## src/design/srtf_pkg.sv

```systemverilog
// Shared types and constants for the SRTF scheduler with dependency boost.
`timescale 1ns / 1ps
`default_nettype none
package srtf_pkg;

  localparam int ID_W            = 5;   // job id field width
  localparam int OP_W            = 2;
  localparam int LEN_FIELD_W     = 16;  // job_length field width
  localparam int ID_SPAN         = 32;  // ids reachable through the id field
  localparam int JOB_SLOTS_DEF   = 32;
  localparam int LENGTH_BITS_DEF = 16;

  typedef enum logic [OP_W-1:0] {
    OP_LOAD   = 2'd0,
    OP_DEP    = 2'd1,
    OP_ARRIVE = 2'd2,
    OP_TICK   = 2'd3
  } op_e;

  typedef enum logic [2:0] {
    ST_IDLE,
    ST_RETIRE,
    ST_SCAN,
    ST_DECIDE,
    ST_RUN
  } state_e;

  // Candidate that travels down the cell chain during a minimum scan.
  typedef struct packed {
    logic            go;
    logic            vld;
    logic [ID_W-1:0] id;
  } cand_t;

  // Broadcast command from the controller to every cell.
  typedef struct packed {
    logic            load;
    logic            load_hold;
    logic            dep;
    logic            arrive;
    logic            retire;
    logic            dispatch;
    logic            requeue;
    logic            dec;
    logic [ID_W-1:0] id;
    logic [ID_W-1:0] tgt;
    logic [ID_W-1:0] cur;
    logic [ID_W-1:0] best;
  } cmd_t;

endpackage
`default_nettype wire

```

## src/design/srtf_cell.sv

```systemverilog
// One job slot: remaining time, flags, dependency column and one scan stage.
`timescale 1ns / 1ps
`default_nettype none
module srtf_cell
  import srtf_pkg::*;
#(
  parameter int SLOT = 0,
  parameter int LW   = LENGTH_BITS_DEF
) (
  input  wire logic          clk_i,
  input  wire logic          rst_ni,
  input  wire cmd_t          cmd_i,
  input  wire logic [LW-1:0] len_i,
  input  wire cand_t         cand_i,
  input  wire logic [LW-1:0] cand_rem_i,
  output cand_t              cand_o,
  output logic [LW-1:0]      cand_rem_o,
  output logic [LW-1:0]      cur_rem_o,
  output logic               is_cur_o,
  output logic               ready_o
);

  logic [LW-1:0]      rem_q, rem_d;
  logic               start_q, start_d;
  logic               ready_q, ready_d;
  logic [ID_SPAN-1:0] dep_q, dep_d;
  cand_t              cand_q, cand_d;
  logic [LW-1:0]      crem_q, crem_d;
  logic               hit_id, hit_tgt, hit_cur, hit_best, better;

  assign hit_id   = (SLOT == int'(cmd_i.id));
  assign hit_tgt  = (SLOT == int'(cmd_i.tgt));
  assign hit_cur  = (SLOT == int'(cmd_i.cur));
  assign hit_best = (SLOT == int'(cmd_i.best));

  always_comb begin
    rem_d   = rem_q;
    start_d = start_q;
    ready_d = ready_q;
    dep_d   = dep_q;
    if (cmd_i.load && hit_id) begin
      rem_d = len_i;
      if (!cmd_i.load_hold) start_d = 1'b0;
    end
    // The column holds the sources whose retirement boosts this job.
    if (cmd_i.dep && hit_tgt) dep_d[cmd_i.id] = 1'b1;
    if (cmd_i.arrive && hit_id) ready_d = 1'b1;
    if (cmd_i.retire && dep_q[cmd_i.cur] && !start_q) rem_d = rem_q - (rem_q >> 1);
    if (cmd_i.requeue && hit_cur) ready_d = 1'b1;
    if (cmd_i.dispatch && hit_best) begin
      ready_d = 1'b0;
      start_d = 1'b1;
    end
    if (cmd_i.dec && hit_cur && (rem_q != '0)) rem_d = rem_q - 1'b1;
  end

  // Slots are visited in rising id order, so a tie keeps the earlier candidate.
  assign better = ready_q && (!cand_i.vld || (rem_q < cand_rem_i));

  always_comb begin
    cand_d = cand_i;
    crem_d = cand_rem_i;
    if (better) begin
      cand_d.vld = 1'b1;
      cand_d.id  = ID_W'(SLOT);
      crem_d     = rem_q;
    end
  end

  always_ff @(posedge clk_i or negedge rst_ni) begin
    if (!rst_ni) begin
      rem_q   <= '0;
      start_q <= 1'b0;
      ready_q <= 1'b0;
      dep_q   <= '0;
      cand_q  <= '0;
    end else begin
      rem_q   <= rem_d;
      start_q <= start_d;
      ready_q <= ready_d;
      dep_q   <= dep_d;
      cand_q  <= cand_d;
    end
  end

  always_ff @(posedge clk_i) begin
    crem_q <= crem_d;
  end

  assign cand_o     = cand_q;
  assign cand_rem_o = crem_q;
  assign is_cur_o   = hit_cur;
  assign cur_rem_o  = hit_cur ? rem_q : '0;
  assign ready_o    = ready_q;

endmodule
`default_nettype wire

```

## config.mk

```make
export PLATFORM = sky130hd
export DESIGN_NAME = srtf_cell
export DESIGN_NICKNAME = d
export VERILOG_FILES = /design/src/design/srtf_pkg.sv /design/src/design/srtf_cell.sv
export SDC_FILE = /design/constraint.sdc
export NUM_CORES = 1
export LEC_CHECK = 0
export BUFFER_PORTS_ARGS = -buffer_cell sky130_fd_sc_hd__clkbuf_2
export CELL_PAD_IN_SITES_DETAIL_PLACEMENT = 0
export CELL_PAD_IN_SITES_GLOBAL_PLACEMENT = 2
export CORE_ASPECT_RATIO = 2
export CORE_MARGIN = 5
export CORE_UTILIZATION = 36
export CTS_CLUSTER_DIAMETER = 150
export DETAILED_ROUTE_END_ITERATION = 10
export GPL_ROUTABILITY_DRIVEN = 0
export GPL_TIMING_DRIVEN = 0
export PLACE_DENSITY = 0.86
export SYNTH_ARGS = -nofsm -noshare
export SYNTH_HDL_FRONTEND = slang
export SYNTH_SLANG_ARGS = --single-unit
```

## constraint.sdc

```tcl
create_clock -name clk_i -period 8.7 [get_ports clk_i]
set_clock_uncertainty 0.1 [all_clocks]
set_input_delay 0.435 -clock clk_i [delete_from_list [all_inputs] [get_ports clk_i]]
set_output_delay 0.435 -clock clk_i [all_outputs]
set_load 0.005 [all_outputs]
```

==> results_dict.tcl <==
set metrics [dict create \
    status "finished clean" \
    placed_cells 906 \
    final_cells 922 \
    worst_hold_slack_ps 35.4 \
    crit-reg2reg-launch "rem_q[0]" \
    setup_ws_ps 5380 \
    root_buffer "clkbuf_16" \
    cp.required_ps 8820 \
    rr_worst_depth 10 \
    seq_area_frac_synth_pct 32.3 \
    clockPowerShare_pct 20.7 \
    finalCriticalPeriod_ps 3320 \
    syn_area_um2 5400 \
    fmax_mhz 301 \
    io_buffers 105 \
    hold_viol 0 \
    diodes 0 \
    ys.flop_type "dfrtp_1" \
    vdd_drop_max_mv 0.132 \
    cts_tree "yes" \
    crit_fanout 7 \
    drt_iter0_markers 213 \
    initial_utilization_pct 36.5 \
    dp_slack_ps 5360 \
    holdCritPathClass "primary input to asynchronous set/reset pin" \
    r2r_slack_ps 5380 \
    die_h_um 183 \
    slew_headroom_pct 36.0 \
    synth_enable_flop_cells 0 \
    switching_share_pct 43.8 \
    grt_antenna_before_repair 0 \
    p_leak_nw 3.05 \
    mostFrequentLayoutCells "clkbuf_2 (105), dfrtp_1 (57), ha_1 (49)" \
    fin_crit_sh_pct 38.2 \
    tightestPinTransition_ps 947 \
    die_w_um 96.6 \
    routedWlPerCell_um 19.2 \
    grt_max_degree 32 \
    m1WireLength_um 6490 \
    end_kind "flop" \
    drt_drc_violations_left 0 \
    vias_per_cell 5.55 \
    clock_path_buffers 2 \
    hpwlAfterDp_um 14100 \
    cts_hold_buf 0 \
    finalMaxSlewViolations 0 \
    htree_num_levels 3 \
    setup_viol 0 \
    crit_start "rem_q[0]" \
    rsz0062_at_grt "no" \
    vias 5114 \
    p_seq_share_pct 27.8 \
    met2_wirelength_um 9920 \
    p_sw_mw 0.827 \
    clk_pin_slew_ps 70 \
    clkSinkCount 73 \
    synth_cell_types 57 \
    clk_latency_ps 340 \
    cts_buffers 9 \
    syn_avg_cell_area_um2 8.93 \
    start_kind "flop" \
    ant_nets 0 \
    dr.pass1.iters 5 \
    row_count 63 \
    drv_cap 0 \
    power.density_nw_per_um2 290 \
    cts_resized 0 \
    yosys_warnings 0 \
    layout-drive-gt1-share_pct 19.9 \
    mostFrequentLayoutCell "clkbuf_2" \
    syn_inst 605 \
    internal_power_mw 1.06 \
    ios 110 \
    grt_usage_pct 19.9 \
    fin_nets 841 \
    grt_pass1_vias 5388 \
    ys_seq_elements 73 \
    wl_um 17700 \
    met3_length_um 710 \
    grt_pass1_wl_um 28200 \
    overflow 0 \
    p_comb_share_pct 51.5 \
    core-area_um2 14800 \
    setup-tns-final_ps 0 \
    post-cts-setup-buffers 0 \
    syn_nets 724 \
    critPathKind "flop to flop" \
    synthArstFlopShare_pct 78.1 \
    rr_endpoint "rem_q[14]" \
    die-area_um2 17700 \
    syn_to_final_growth_pct 20.4 \
    cp.arrival_ps 3440 \
    top_layer_used "met4" \
]
[layer usage]
metal	GRT usage (%)	up-vias
li1	-	2467
met1	20.4	2452
met2	39.1	158
met3	2.97	37
met4	9.11	0
met5	0	-
[how the worst max path moves through the flow]
stage                 to  slack (ps)  depth (start not counted)
4_1_cts        rem_q[14]        5360                         10
3_3_place_gp   rem_q[14]        5390                         10
3_5_place_dp   rem_q[14]        5360                         10
2_1_floorplan  rem_q[14]        5990                         10
6_report       rem_q[14]        5380                         10
5_1_grt        rem_q[14]        5190                         10
[final cells by class]
class	count	area (um2)
Buffer	32	144
Clock buffer	11	253
Clock inverter	5	62.6
Fill cell	1538	8310
Inverter	48	180
Multi-Input combinational cell	452	3330
Sequential cell	73	1750
Tap cell	195	244
Timing Repair Buffer	106	546
[flip-flops by register name, indices dropped and copies added (netlist names)]
signal and flops:
cand_o 7, cand_rem_o 16, dep_q 32, ready_o 1, rem_q 16, start_q 1
[synth_stat cells (3+ instances only)]
library cell | number | area share (%)
a211oi_1 | 3 | 0.42
a21boi_1 | 3 | 0.42
a21o_1 | 13 | 1.8
a21oi_1 | 20 | 1.9
a221oi_1 | 4 | 0.65
a22oi_1 | 6 | 0.83
a31o_2 | 3 | 0.49
a31oi_1 | 17 | 2.0
a32oi_1 | 3 | 0.49
and2_1 | 20 | 2.3
and3_1 | 5 | 0.58
buf_6 | 3 | 0.63
clkbuf_1 | 28 | 1.9
dfrtp_1 | 57 | 26
dfxtp_1 | 16 | 5.9
ha_1 | 49 | 11
inv_1 | 47 | 3.3
mux2i_1 | 8 | 1.5
mux4_2 | 8 | 3.3
nand2_1 | 24 | 1.7
nand2b_1 | 11 | 1.3
nand3_1 | 25 | 2.3
nand3b_1 | 20 | 2.8
nand4_1 | 24 | 2.8
nor2_1 | 30 | 2.1
nor2b_1 | 6 | 0.69
nor3_1 | 10 | 0.93
nor3b_1 | 3 | 0.42
nor4b_1 | 3 | 0.49
o2111ai_1 | 16 | 2.6
o211ai_1 | 8 | 1.1
o21a_1 | 5 | 0.69
o21ai_0 | 24 | 2.2
o21ai_1 | 13 | 1.2
o21bai_1 | 22 | 3.1
o31ai_1 | 5 | 0.69
or2_2 | 3 | 0.35
or3_1 | 4 | 0.46
xnor2_1 | 11 | 1.8
[per-stage QoR]
step | area, um2 | util [%] | power, mW
3_5_place_dp | 6190 | 41.8 | 1.50
5_1_grt | 6510 | 43.9 | 2.04
3_3_place_gp | 6170 | 41.6 | 1.48
2_1_floorplan | 5400 | - | 1.18
4_1_cts | 6510 | 43.9 | 1.90
6_report | 6510 | 43.9 | 1.89
[logic make-up after synthesis]
logic type      after synthesis  share of synthesized area (%)
xor+xnor                     13                           2.11
compound gates              179                           22.8
mux                          16                           4.82
simple gates                194                           20.2
fa+ha+maj                    50                           11.7
buf+inv                      80                           6.00
flops                        73                           32.3
[power groups by stage]
stage | Sequential [mW] | Combinational, mW | Clock (mW)
finish | 0.523 | 0.971 | 0.391
global route | 0.536 | 1.09 | 0.411
CTS | 0.524 | 0.975 | 0.399
detailed placement | 0.530 | 0.969 | 0
global placement | 0.527 | 0.951 | 0
floorplan | 0.486 | 0.691 | 0
[critical path: stages (launching register included)]
cell and delay, ps:
dfrtp_1 510, inv_1 150, ha_1 250, fa_1 430
or2_1 270, a221o_1 350, a211o_1 290, a21oi_1 390
a221oi_1 180, xnor2_1 180, o211ai_1 100
Note: power is estimated with default switching activity, not from simulation.
